===== src/shc_pkg.sv =====
// ----------------------------------------------------------------------------
// shc_pkg
// Shared types, codes and helpers for the stepper axis homing controller.
// ----------------------------------------------------------------------------
package shc_pkg;

    // Width of the internal step position counter
    localparam int POS_BITS   = 32;
    // Output position width and the widths used to extend/compare
    localparam int POS_OUT_W  = 32;
    localparam int POS_EXT_W  = (POS_BITS > POS_OUT_W) ? POS_BITS : POS_OUT_W;
    localparam int TARGET_W   = 31;
    localparam int CMP_W      = (POS_BITS > TARGET_W) ? POS_BITS : TARGET_W;
    localparam int DB_W       = 16;

    // Debounce window after reset, in millisecond ticks
    localparam logic [DB_W-1:0] DEBOUNCE_RESET = 16'd25;

    typedef enum logic [1:0] {
        MODE_IDLE   = 2'd0,
        MODE_HOMING = 2'd1,
        MODE_MOVING = 2'd2
    } mode_t;

    typedef enum logic [2:0] {
        KIND_STEP    = 3'd0,
        KIND_CMD     = 3'd1,
        KIND_TOP     = 3'd2,
        KIND_BOTTOM  = 3'd3,
        KIND_MS_TICK = 3'd4
    } kind_t;

    typedef enum logic [2:0] {
        CMD_STOP     = 3'd0,
        CMD_RUN      = 3'd1,
        CMD_HOME     = 3'd2,
        CMD_MOVE     = 3'd3,
        CMD_SET_UP   = 3'd4,
        CMD_SET_DOWN = 3'd5,
        CMD_REPORT   = 3'd6
    } cmd_t;

    typedef enum logic [3:0] {
        ST_NONE         = 4'd0,
        ST_BLOCKED_UP   = 4'd1,
        ST_BLOCKED_DOWN = 4'd2,
        ST_ALREADY_UP   = 4'd3,
        ST_ALREADY_DOWN = 4'd4,
        ST_DIR_CHANGED  = 4'd5,
        ST_HOMING       = 4'd6,
        ST_ZEROED       = 4'd7,
        ST_REPORT       = 4'd8
    } status_t;

    // One event item as held in the input register
    typedef struct packed {
        logic [2:0]          kind;
        logic [2:0]          command_code;
        logic [TARGET_W-1:0] move_count;
    } shc_item_t;

    // One result item as held in the result register
    typedef struct packed {
        logic                 step_pulse;
        logic                 dir_up;
        logic                 motor_enable;
        logic [1:0]           mode;
        logic [POS_OUT_W-1:0] position;
        logic                 top_pressed;
        logic                 bottom_pressed;
        logic [3:0]           status;
    } shc_result_t;

    // Sign-extend or cut the internal position to the output width
    function automatic logic [POS_OUT_W-1:0] pos_out(input logic [POS_BITS-1:0] p);
        logic [POS_EXT_W-1:0] ext;
        ext = POS_EXT_W'($signed(p));
        return ext[POS_OUT_W-1:0];
    endfunction

endpackage


===== src/shc_ifs.sv =====
// ----------------------------------------------------------------------------
// shc interfaces
// Valid/ready channels for events, results and the debounce config write.
// ----------------------------------------------------------------------------
interface shc_evt_if;
    logic        valid;
    logic        ready;
    logic [2:0]  kind;
    logic [2:0]  command_code;
    logic [30:0] move_count;

    modport source (output valid, kind, command_code, move_count, input ready);
    modport sink   (input valid, kind, command_code, move_count, output ready);
endinterface

interface shc_rsp_if;
    logic        valid;
    logic        ready;
    logic        step_pulse;
    logic        dir_up;
    logic        motor_enable;
    logic [1:0]  mode;
    logic signed [31:0] position;
    logic        top_pressed;
    logic        bottom_pressed;
    logic [3:0]  status;

    modport source (output valid, step_pulse, dir_up, motor_enable, mode, position,
                    top_pressed, bottom_pressed, status, input ready);
    modport sink   (input valid, step_pulse, dir_up, motor_enable, mode, position,
                    top_pressed, bottom_pressed, status, output ready);
endinterface

interface shc_cfg_if;
    logic        valid;
    logic        ready;
    logic [15:0] data;

    modport source (output valid, data, input ready);
    modport sink   (input valid, data, output ready);
endinterface


===== src/shc_in_stage.sv =====
// ----------------------------------------------------------------------------
// shc_in_stage
// Input register: holds one event until the core consumes it.
// ----------------------------------------------------------------------------
module shc_in_stage
    import shc_pkg::*;
(
    input  logic        clk,
    input  logic        rst_n,
    shc_evt_if.sink     evt,
    input  logic        take,
    output logic        item_valid,
    output shc_item_t   item
);

    logic      valid_reg;
    logic      valid_next;
    shc_item_t item_reg;
    logic      evt_fire;

    // Ready whenever the slot is empty or drains this cycle
    assign evt.ready = !valid_reg || take;
    assign evt_fire  = evt.valid && evt.ready;

    always_comb
    begin
        valid_next = valid_reg;
        if (evt_fire)
        begin
            valid_next = 1'b1;
        end
        else if (take)
        begin
            valid_next = 1'b0;
        end
    end

    always_ff @(posedge clk or negedge rst_n)
    begin
        if (!rst_n)
        begin
            valid_reg <= 1'b0;
        end
        else
        begin
            valid_reg <= valid_next;
        end
    end

    // Payload, no reset
    always_ff @(posedge clk)
    begin
        if (evt_fire)
        begin
            item_reg.kind         <= evt.kind;
            item_reg.command_code <= evt.command_code;
            item_reg.move_count   <= evt.move_count;
        end
    end

    assign item_valid = valid_reg;
    assign item       = item_reg;

endmodule


===== src/shc_core.sv =====
// ----------------------------------------------------------------------------
// shc_core
// Axis state and the single-pass event update: mode, direction, position,
// counted move, endstop flags and debounce window.
// ----------------------------------------------------------------------------
module shc_core
    import shc_pkg::*;
(
    input  logic        clk,
    input  logic        rst_n,
    shc_cfg_if.sink     cfg,
    input  logic        fire,
    input  shc_item_t   item,
    output shc_result_t res_next
);

    // State
    mode_t                mode_reg, mode_next;
    logic                 dir_reg, dir_next;
    logic [POS_BITS-1:0]  pos_reg, pos_next;
    logic [POS_BITS-1:0]  origin_reg, origin_next;
    logic [TARGET_W-1:0]  target_reg, target_next;
    logic                 counted_reg, counted_next;
    logic                 top_reg, top_next;
    logic                 bottom_reg, bottom_next;
    logic [DB_W-1:0]      db_count_reg, db_count_next;
    logic [DB_W-1:0]      db_ticks_reg;

    // Step helpers
    logic [POS_BITS-1:0]  pos_up;
    logic [POS_BITS-1:0]  pos_down;
    logic [POS_BITS-1:0]  pos_moved;
    logic [POS_BITS-1:0]  travel;
    logic [POS_BITS-1:0]  travel_abs;
    logic                 target_reached;
    logic                 window_open;
    logic                 blk_up;
    logic                 blk_down;
    logic                 pulse;
    status_t              status;
    kind_t                kind;
    cmd_t                 cmd;

    assign kind = kind_t'(item.kind);
    assign cmd  = cmd_t'(item.command_code);

    // Config write port never stalls
    assign cfg.ready = 1'b1;

    // Up steps count down, down steps count up
    assign pos_up    = pos_reg - POS_BITS'(1);
    assign pos_down  = pos_reg + POS_BITS'(1);
    assign pos_moved = dir_reg ? pos_up : pos_down;

    // Distance from move origin after a moving step
    assign travel         = pos_moved - origin_reg;
    assign travel_abs     = travel[POS_BITS-1] ? (POS_BITS'(0) - travel) : travel;
    assign target_reached = CMP_W'(travel_abs) >= CMP_W'(target_reg);

    assign window_open = db_count_reg >= db_ticks_reg;
    assign blk_up      = top_reg && dir_reg;
    assign blk_down    = bottom_reg && !dir_reg;

    // Next state and result
    always_comb
    begin
        mode_next     = mode_reg;
        dir_next      = dir_reg;
        pos_next      = pos_reg;
        origin_next   = origin_reg;
        target_next   = target_reg;
        counted_next  = counted_reg;
        top_next      = top_reg;
        bottom_next   = bottom_reg;
        db_count_next = db_count_reg;
        pulse         = 1'b0;
        status        = ST_NONE;

        case (kind)
            KIND_STEP:
            begin
                if (mode_reg == MODE_HOMING)
                begin
                    if (top_reg)
                    begin
                        pos_next  = '0;
                        mode_next = MODE_IDLE;
                        status    = ST_ZEROED;
                    end
                    else
                    begin
                        // homing always drives up
                        dir_next = 1'b1;
                        pos_next = pos_up;
                        pulse    = 1'b1;
                    end
                end
                else if (mode_reg == MODE_MOVING)
                begin
                    pos_next = pos_moved;
                    pulse    = 1'b1;
                    if (counted_reg && target_reached)
                    begin
                        counted_next = 1'b0;
                        mode_next    = MODE_IDLE;
                    end
                end
            end

            KIND_CMD:
            begin
                unique case (cmd)
                    CMD_STOP:
                    begin
                        mode_next = MODE_IDLE;
                    end
                    CMD_RUN, CMD_MOVE:
                    begin
                        if (cmd == CMD_MOVE)
                        begin
                            target_next = item.move_count;
                        end
                        if (blk_up)
                        begin
                            status = ST_BLOCKED_UP;
                        end
                        else if (blk_down)
                        begin
                            status = ST_BLOCKED_DOWN;
                        end
                        else
                        begin
                            mode_next = MODE_MOVING;
                            if (cmd == CMD_MOVE)
                            begin
                                origin_next  = pos_reg;
                                counted_next = 1'b1;
                            end
                            else
                            begin
                                counted_next = 1'b0;
                            end
                        end
                    end
                    CMD_HOME:
                    begin
                        mode_next = MODE_HOMING;
                        status    = ST_HOMING;
                    end
                    CMD_SET_UP:
                    begin
                        dir_next = 1'b1;
                        status   = dir_reg ? ST_ALREADY_UP : ST_DIR_CHANGED;
                    end
                    CMD_SET_DOWN:
                    begin
                        dir_next = 1'b0;
                        status   = dir_reg ? ST_DIR_CHANGED : ST_ALREADY_DOWN;
                    end
                    CMD_REPORT:
                    begin
                        status = ST_REPORT;
                    end
                    default:
                    begin
                        status = ST_NONE;
                    end
                endcase
            end

            KIND_TOP:
            begin
                if (window_open)
                begin
                    db_count_next = '0;
                    if (dir_reg)
                    begin
                        mode_next = MODE_IDLE;
                        pos_next  = '0;
                        top_next  = 1'b1;
                        status    = ST_ZEROED;
                    end
                    else
                    begin
                        top_next = 1'b0;
                    end
                end
            end

            KIND_BOTTOM:
            begin
                if (window_open)
                begin
                    db_count_next = '0;
                    if (!dir_reg)
                    begin
                        mode_next   = MODE_IDLE;
                        bottom_next = 1'b1;
                    end
                    else
                    begin
                        bottom_next = 1'b0;
                    end
                end
            end

            KIND_MS_TICK:
            begin
                if (!window_open)
                begin
                    db_count_next = db_count_reg + DB_W'(1);
                end
            end

            default:
            begin
                status = ST_NONE;
            end
        endcase
    end

    // Result as seen after this event
    always_comb
    begin
        res_next.step_pulse     = pulse;
        res_next.dir_up         = dir_next;
        res_next.motor_enable   = (mode_next != MODE_IDLE) || pulse;
        res_next.mode           = mode_next;
        res_next.position       = pos_out(pos_next);
        res_next.top_pressed    = top_next;
        res_next.bottom_pressed = bottom_next;
        res_next.status         = status;
    end

    // State registers advance once per consumed event
    always_ff @(posedge clk or negedge rst_n)
    begin
        if (!rst_n)
        begin
            mode_reg     <= MODE_IDLE;
            dir_reg      <= 1'b1;
            pos_reg      <= '0;
            origin_reg   <= '0;
            target_reg   <= '0;
            counted_reg  <= 1'b0;
            top_reg      <= 1'b0;
            bottom_reg   <= 1'b0;
            db_count_reg <= DEBOUNCE_RESET;
        end
        else if (fire)
        begin
            mode_reg     <= mode_next;
            dir_reg      <= dir_next;
            pos_reg      <= pos_next;
            origin_reg   <= origin_next;
            target_reg   <= target_next;
            counted_reg  <= counted_next;
            top_reg      <= top_next;
            bottom_reg   <= bottom_next;
            db_count_reg <= db_count_next;
        end
    end

    // Debounce window length register
    always_ff @(posedge clk or negedge rst_n)
    begin
        if (!rst_n)
        begin
            db_ticks_reg <= DEBOUNCE_RESET;
        end
        else if (cfg.valid && cfg.ready)
        begin
            db_ticks_reg <= cfg.data;
        end
    end

`ifndef ASSERT_OFF
    // State only moves when an event is consumed
    assert property (@(posedge clk) disable iff (!rst_n)
        !fire |=> $stable(pos_reg) && $stable(mode_reg) && $stable(dir_reg))
        else $error("shc_core: state changed without an event");

    // Accepted top edge while heading up zeroes position and idles the axis
    assert property (@(posedge clk) disable iff (!rst_n)
        fire && (kind == KIND_TOP) && window_open && dir_reg
        |=> (pos_reg == '0) && (mode_reg == MODE_IDLE) && top_reg)
        else $error("shc_core: top endstop did not zero the axis");

    // Homing step with top pressed never issues a pulse
    assert property (@(posedge clk) disable iff (!rst_n)
        fire && (kind == KIND_STEP) && (mode_reg == MODE_HOMING) && top_reg
        |-> !res_next.step_pulse && (res_next.status == ST_ZEROED))
        else $error("shc_core: pulse issued while homed");

    // Idle axis never steps
    assert property (@(posedge clk) disable iff (!rst_n)
        fire && (mode_reg == MODE_IDLE) |=> $stable(pos_reg) || (pos_reg == '0))
        else $error("shc_core: position moved while idle");
`endif

endmodule


===== src/shc_out_stage.sv =====
// ----------------------------------------------------------------------------
// shc_out_stage
// Result register: holds one result until the sink takes it.
// ----------------------------------------------------------------------------
module shc_out_stage
    import shc_pkg::*;
(
    input  logic        clk,
    input  logic        rst_n,
    input  logic        load,
    input  shc_result_t res_next,
    output logic        space,
    shc_rsp_if.source   rsp
);

    logic        valid_reg;
    logic        valid_next;
    shc_result_t res_reg;

    // Free when empty or emptied this cycle
    assign space = !valid_reg || rsp.ready;

    always_comb
    begin
        valid_next = valid_reg;
        if (load)
        begin
            valid_next = 1'b1;
        end
        else if (rsp.ready)
        begin
            valid_next = 1'b0;
        end
    end

    always_ff @(posedge clk or negedge rst_n)
    begin
        if (!rst_n)
        begin
            valid_reg <= 1'b0;
        end
        else
        begin
            valid_reg <= valid_next;
        end
    end

    // Payload, no reset
    always_ff @(posedge clk)
    begin
        if (load)
        begin
            res_reg <= res_next;
        end
    end

    assign rsp.valid          = valid_reg;
    assign rsp.step_pulse     = res_reg.step_pulse;
    assign rsp.dir_up         = res_reg.dir_up;
    assign rsp.motor_enable   = res_reg.motor_enable;
    assign rsp.mode           = res_reg.mode;
    assign rsp.position       = $signed(res_reg.position);
    assign rsp.top_pressed    = res_reg.top_pressed;
    assign rsp.bottom_pressed = res_reg.bottom_pressed;
    assign rsp.status         = res_reg.status;

endmodule


===== src/stepper_axis_homing_controller_top.sv =====
// ----------------------------------------------------------------------------
// stepper_axis_homing_controller_top
// One stepper axis with endstop homing, counted moves and debounced endstops.
//
//   channel | dir  | transfer carries
//   --------+------+-----------------------------------------------------
//   evt     | sink | kind, command_code, move_count
//   rsp     | src  | step_pulse, dir_up, motor_enable, mode, position,
//           |      | top_pressed, bottom_pressed, status
//   cfg     | sink | data = debounce_ticks
//
// One event per cycle sustained while rsp takes results; each event yields
// one result, through the input register, then the result register.
// The core updates all axis state in the same cycle the event leaves the
// input register, so the next event always sees the updated state.
// Reset: axis idle, direction up, position 0, debounce window expired (25).
// evt.ready drops only when both registers are full and rsp is stalled.
// cfg is always ready.
// ----------------------------------------------------------------------------
module stepper_axis_homing_controller_top
    import shc_pkg::*;
(
    input  logic      clk,
    input  logic      rst_n,
    shc_evt_if.sink   evt,
    shc_rsp_if.source rsp,
    shc_cfg_if.sink   cfg
);

    logic        item_valid;
    shc_item_t   item;
    logic        space;
    logic        fire;
    shc_result_t res_next;

    // Event is consumed when the result register has room
    assign fire = item_valid && space;

    shc_in_stage u_in_stage (
        .clk        (clk),
        .rst_n      (rst_n),
        .evt        (evt),
        .take       (space),
        .item_valid (item_valid),
        .item       (item)
    );

    shc_core u_core (
        .clk      (clk),
        .rst_n    (rst_n),
        .cfg      (cfg),
        .fire     (fire),
        .item     (item),
        .res_next (res_next)
    );

    shc_out_stage u_out_stage (
        .clk      (clk),
        .rst_n    (rst_n),
        .load     (fire),
        .res_next (res_next),
        .space    (space),
        .rsp      (rsp)
    );

endmodule


===== src/flat_wrapper.sv =====
// flat-port wrapper written by rule: the top's interface ports become plain ports
module stepper_axis_homing_controller_top_flat import shc_pkg::*;
  (clk, rst_n, evt_valid, evt_kind, evt_command_code, evt_move_count, evt_ready, rsp_valid, rsp_step_pulse, rsp_dir_up, rsp_motor_enable, rsp_mode, rsp_position, rsp_top_pressed, rsp_bottom_pressed, rsp_status, rsp_ready, cfg_valid, cfg_data, cfg_ready);
  shc_evt_if evt_i ();
  shc_rsp_if rsp_i ();
  shc_cfg_if cfg_i ();
  input  logic clk;
  input  logic rst_n;
  input wire logic [$bits(evt_i.valid)-1:0] evt_valid;
  input wire logic [$bits(evt_i.kind)-1:0] evt_kind;
  input wire logic [$bits(evt_i.command_code)-1:0] evt_command_code;
  input wire logic [$bits(evt_i.move_count)-1:0] evt_move_count;
  output wire logic [$bits(evt_i.ready)-1:0] evt_ready;
  output wire logic [$bits(rsp_i.valid)-1:0] rsp_valid;
  output wire logic [$bits(rsp_i.step_pulse)-1:0] rsp_step_pulse;
  output wire logic [$bits(rsp_i.dir_up)-1:0] rsp_dir_up;
  output wire logic [$bits(rsp_i.motor_enable)-1:0] rsp_motor_enable;
  output wire logic [$bits(rsp_i.mode)-1:0] rsp_mode;
  output wire logic [$bits(rsp_i.position)-1:0] rsp_position;
  output wire logic [$bits(rsp_i.top_pressed)-1:0] rsp_top_pressed;
  output wire logic [$bits(rsp_i.bottom_pressed)-1:0] rsp_bottom_pressed;
  output wire logic [$bits(rsp_i.status)-1:0] rsp_status;
  input wire logic [$bits(rsp_i.ready)-1:0] rsp_ready;
  input wire logic [$bits(cfg_i.valid)-1:0] cfg_valid;
  input wire logic [$bits(cfg_i.data)-1:0] cfg_data;
  output wire logic [$bits(cfg_i.ready)-1:0] cfg_ready;
  assign evt_i.valid = evt_valid;
  assign evt_i.kind = evt_kind;
  assign evt_i.command_code = evt_command_code;
  assign evt_i.move_count = evt_move_count;
  assign evt_ready = evt_i.ready;
  assign rsp_valid = rsp_i.valid;
  assign rsp_step_pulse = rsp_i.step_pulse;
  assign rsp_dir_up = rsp_i.dir_up;
  assign rsp_motor_enable = rsp_i.motor_enable;
  assign rsp_mode = rsp_i.mode;
  assign rsp_position = rsp_i.position;
  assign rsp_top_pressed = rsp_i.top_pressed;
  assign rsp_bottom_pressed = rsp_i.bottom_pressed;
  assign rsp_status = rsp_i.status;
  assign rsp_i.ready = rsp_ready;
  assign cfg_i.valid = cfg_valid;
  assign cfg_i.data = cfg_data;
  assign cfg_ready = cfg_i.ready;
  stepper_axis_homing_controller_top u_core (.clk(clk), .rst_n(rst_n), .evt(evt_i), .rsp(rsp_i), .cfg(cfg_i));
endmodule

===== config.mk =====
export PLATFORM = sky130hd
export DESIGN_NAME = stepper_axis_homing_controller_top_flat
export DESIGN_NICKNAME = d
export VERILOG_FILES = /design/src/shc_pkg.sv /design/src/shc_ifs.sv /design/src/shc_in_stage.sv /design/src/shc_core.sv /design/src/shc_out_stage.sv /design/src/stepper_axis_homing_controller_top.sv /design/src/flat_wrapper.sv
export SDC_FILE = /design/constraint.sdc
export NUM_CORES = 1
export LEC_CHECK = 0
export ABC_AREA = 1
export BUFFER_PORTS_ARGS = -buffer_cell sky130_fd_sc_hd__buf_2
export CAP_MARGIN = 40
export CORE_ASPECT_RATIO = 1.2
export CORE_MARGIN = 2
export CORE_UTILIZATION = 25
export DETAILED_ROUTE_END_ITERATION = 8
export PLACE_DENSITY_LB_ADDON = 0.2
export SLEW_MARGIN = 10
export SYNTH_ARGS = -nofsm -noshare
export SYNTH_HDL_FRONTEND = slang
export SYNTH_SLANG_ARGS = --single-unit

===== constraint.sdc =====
create_clock -name clk -period 5 [get_ports clk]
set_input_delay 0.5 -clock clk [delete_from_list [all_inputs] [get_ports clk]]
set_output_delay 0.5 -clock clk [all_outputs]
set_load 0.02 [all_outputs]

# Word level (Yosys, flattened, before mapping)
# Cells that the tools add are included.
# totals
ff_bits	215
input_bits	58
out_inout_bits	46
# op_classes
n_addsub	5
order_cmp	2
eq_ne	20
n_mux	59
n_bitwise	2
reduce_logical	24
# ops
cell	count
$mux W32	7
$pmux W32 S2	1
$add A32 B1 Y32 const B	1
$ge A32 B31 Y1	1
$mux W16	2
$pmux W16 S2	1
$sub A1 B32 Y32 const A	1
$sub A32 B1 Y32 const B	1
$sub A32 B32 Y32	1
$mux W1	24
$mux W2	12
$pmux W4 S5	1
$add A16 B1 Y16 const B	1
$ge A16 B16 Y1	1
$mux W3	5
$ne A2 B2 Y1 const B	7
$eq A3 B2 Y1 const B	4
$eq A3 B3 Y1 const B	4
$pmux W4 S3	1
$reduce_bool A2 Y1	5
$pmux W2 S4	1
$reduce_and A4 Y1	2
$reduce_and A8 Y1	1
$eq A3 B1 Y1 const B	2
12 further kinds	25

# Longest topological paths before layout
# depth
word_depth	13
depth_mapped	55
depth_no_buf	54

# Modules after synthesis
# Synthesis repeated with hierarchy kept, for this count alone.
# unflattened
hier_cells	2090
hier_area_um2	15194.6
# modules_own_cells
mod	n_inst	cells_each	area_per_inst_um2
shc_core	1	1997	12694.7
shc_out_stage	1	48	1336.3
shc_in_stage	1	43	1156.1
stepper_axis_homing_controller_top	1	2	7.5

# Worst setup path before layout
# OpenSTA, ideal clock, no wires.
# synth_path
kind	reg2reg
from	reg u_core.u_core.pos_reg[0]
to	reg u_core.u_out_stage.res_reg, in the netlist u_core.u_out_stage.rsp.motor_enable (data pin)
setup_ps	254
t_arrival_ps	4874
t_required_ps	4746
slack_ps	-128
path_stages_with_launch	49
synth_period_minus_slack_ps	5128
cell_sequence	dfrtp_1 inv_1 ha_1 nand3_1 nor2_2 nand2_1 nor3_2 nand4_1 nor3_2 nand2_1 nor2_2 o21ai_1 o21ai_2 ha_1 nand2_1 nand2_1 a21oi_1 nor2_1 (+13 left out) nand2_1 nand2_1 nand2_1 nand2_1 nand2_1 nand2_1 nand2_1 nand2_1 nand2_1 nand2_1 nand2_1 nand2_1 nand3_1 nand3_1 nand2_1 nand2_1 nand2_1 nand2_1
# synth_lines
item	line_no	rtl
start, declared	shc_core.sv:20	logic [POS_BITS-1:0] pos_reg, pos_next;
start signal, assigned	shc_core.sv:254	pos_reg <= pos_next;
end signal, assigned	shc_out_stage.sv:53	res_reg <= res_next;
end, declared	shc_out_stage.sv:18	shc_result_t res_reg;

==> results.md <==
* Slew headroom at between 40% and 50%
* Effective utilization at floorplan at between 20 and 30%
* Avg Inst Size Synth at around 7.3 um^2
* Gr ovfl total at 0
* TritonCTS clock tree: built
* Final min period at 5.57 ns
* Worst Path Class, Setup: reg -> reg
* IO buf count at 102
* CP max FO at 7
* Bufs on Longest Clock Path at 3
* DR WL/cell at 15.2 um
* Max reg flops at 37
* Hold_ws at around 0.082 ns
* Crit path capture type: register
* Drt total wl at 51.7 mm
* Final setup viols at 4
* Largest area contributor in the netlist: dfrtp_1
* Pins over their slew limit at 0
* Syn Inst Count at 2089
* Mapped Area at approximately 15000 um^2
* Slowest stage delay, CP at 0.45 ns
* Clk sinks at 215
* Antenna diodes at 0
* Largest net degree at the start of global routing at 75
* Seq/Total Area, Yosys at 38.2%
* Synth unique cells at 57
* Fin crit share at 111%
* Post-Syn Nets at roughly 2200
* Fmax at 180 MHz
* Total GRT Usage at 16.3%
* P&R area growth vs syn at 40.4%
* Final setup margin at -0.566 ns
* Die area at about 63000 um^2
* Worst-Margin Slew at 0.816 ns
* Boundary pin count at 104
* Final nets at between 2000 and 3000
* Final Hold Viols at 0
* FFs w/ async S/R, synth at 62.8%
* Die width at about 230 um
* Clock slew at reported path FFs at 0.06 ns
* Failing checks: negative setup slack
* Number of max-cap violations at 0
* Via/cell ratio at approximately 4.4
* HP Class: in -> reg
* RSZ-0062 raised after global routing: true
* Setup slack, reg-to-reg at -0.57 ns
* Post-synth top area share at 21.1%
* # rows at 98
* # fillers at 6439
* Vias in the first global route at 15100
* Worst-skew pair later-pin latency at 0.59 ns
* HPWL after DPL at around 40 mm
* CTS Root Cell: clkbuf_16
* Register bit count reported by yosys at around 220
* Layout cells sized above 1 at 28.7%
* Register Area at 5790 um^2
* Chip Height at 274 um
* Iteration count of the initial detailed-routing pass at 5
* CTS Buf Count at 29
* DR iter-0 viols at around 730
* Crit start category: register
* Routed Antenna Nets at 0
* Main synth FF type: dfrtp_1
* DR vias at 14900
* Initial antenna violation count at 0
* Fin Clk Skew at 0.0187 ns
* Most used cell, CP: nand2_1
* Slowest cell on crit path: dfrtp_2
* Global-route wire length before repair at approximately 81 mm
* Ranking of synthesized cells by area: dfrtp_1 (21%), edfxtp_1 (16%), nand2_1 (14%), inv_1 (8.7%), ha_1 (6.8%)
* RePlAce Congestion at 0.898
* Ys Warns at 0
* Crit path DAT at approximately 5.9 ns
* Status: complete, but fails checks
* H-Tree Depth at 1
* Std-Cell Core Area at 59800 um^2
* Footprint of the multi-input gates at 8470 um^2
* Post-synth EDFFs at 80
* CP required at 5.35 ns
* Residual DRC count at 0
## worst max-delay path: cells and delay by family, from the launching register on
family	cells	cell delay [ns]
AO/OA/AOI/OAI	2	0.18
XOR/XNOR	2	0.34
flip-flops	1	0.45
buffers and inverters	8	0.73
adder cells (fa/ha/maj)	3	0.71
AND/OR/NAND/NOR	35	2.89
## cells by family (layout without fill, tap and decap cells)
family | Yosys count | in the layout | share of synthesized area (%)
adders and majority gates | 83 | 83 | 6.90
DFF | 215 | 215 | 38.2
and+or+nand+nor | 937 | 937 | 26.4
muxes | 2 | 2 | 0.149
other | 1 | 1 | 0.0247
xor gates and xnor gates | 77 | 77 | 4.70
AOI/OAI and AO/OA | 357 | 357 | 13.0
buffers and inverters | 417 | 928 | 10.7
## path summary, 6_finish.rpt
check,startpoint,depth (start not counted),to
min in group asynchronous,rst_n,2,u_core.u_core.target_reg[12]
setup reg to reg,u_core.u_core.pos_reg[1],50,u_core.u_out_stage.rsp.motor_enable
setup / recovery,u_core.u_core.pos_reg[1],50,u_core.u_out_stage.rsp.motor_enable
hold reg to reg,u_core.u_in_stage.item[16],2,u_core.u_core.target_reg[16]
hold / removal,evt_command_code[2],1,u_core.u_in_stage.item[33]
max in group asynchronous,rst_n,3,u_core.u_core.db_ticks_reg[4]
## metal layers
metal | wire [um] | track usage (%) | vias up | share of wire (%)
met5 | 0 | 0 | - | 0
met4 | 1320 | 4.73 | 0 | 2.6
met3 | 1580 | 1.91 | 57 | 3.1
met2 | 26800 | 31.3 | 212 | 52
met1 | 22000 | 18.9 | 6907 | 43
li1 | - | - | 7702 | -
## cell usage in the layout (no fill, tap or decap), types with 29 or more instances in the layout
cell	instances
nor2_1	140
dfrtp_1	124
clkbuf_16	29
edfxtp_1	80
nand2_1	548
ha_1	66
nand2_2	32
buf_2	101
nand3_1	66
xor2_1	61
nor3_1	32
a21oi_1	65
o21ai_0	194
buf_4	400
inv_1	344
## what timing repair did
action	CTS	global route
pin swaps	41	35
gates resized for setup	96	50
endpoints found under the setup margin	4	4
hold buffers	1	0
buffers inserted	31	13
endpoints found under the hold margin	40	0
## cells in the mapped netlist, drive strengths merged (6+ instances only)
library cell / count
o211ai: 11
a21oi: 75
o22ai: 7
nor4: 7
nand3: 77
dfrtp: 128
buf: 23
xor2: 65
clkbuf: 33
o221ai: 13
dfstp: 7
edfxtp: 80
a31oi: 7
inv: 360
ha: 82
o21ai: 223
a211oi: 6
nor2: 183
nor3: 47
xnor2: 12
nand2: 586
nand4: 27
nand3b: 7
## stage by stage
stage	instance area, um^2	util (%)	worst slack [ns]	instances	setup TNS [ns]
floorplan	15300	-	-0.00385	2089	-0.00385
global placement	19300	32.3	-1.02	3301	-3.83
detailed placement	19300	32.3	-0.970	3302	-3.70
CTS	20900	35.0	-0.593	3387	-2.20
global route	21300	35.6	-1.10	3400	-4.18
finish	21300	35.6	-0.566	3400	-2.06
## final cells by class
type,count,share of cell area [%]
repair buffers,513,17.3
clock inverters,11,0.599
flip-flops and latches,215,27.2
well taps,800,4.70
inverters,361,6.44
clock buffers,43,3.94
multi-input cells,1457,39.8
Power is left out: the tool's default activity adds up to more than one toggle a clock period on the data nets, which glitch-free logic cannot reach.
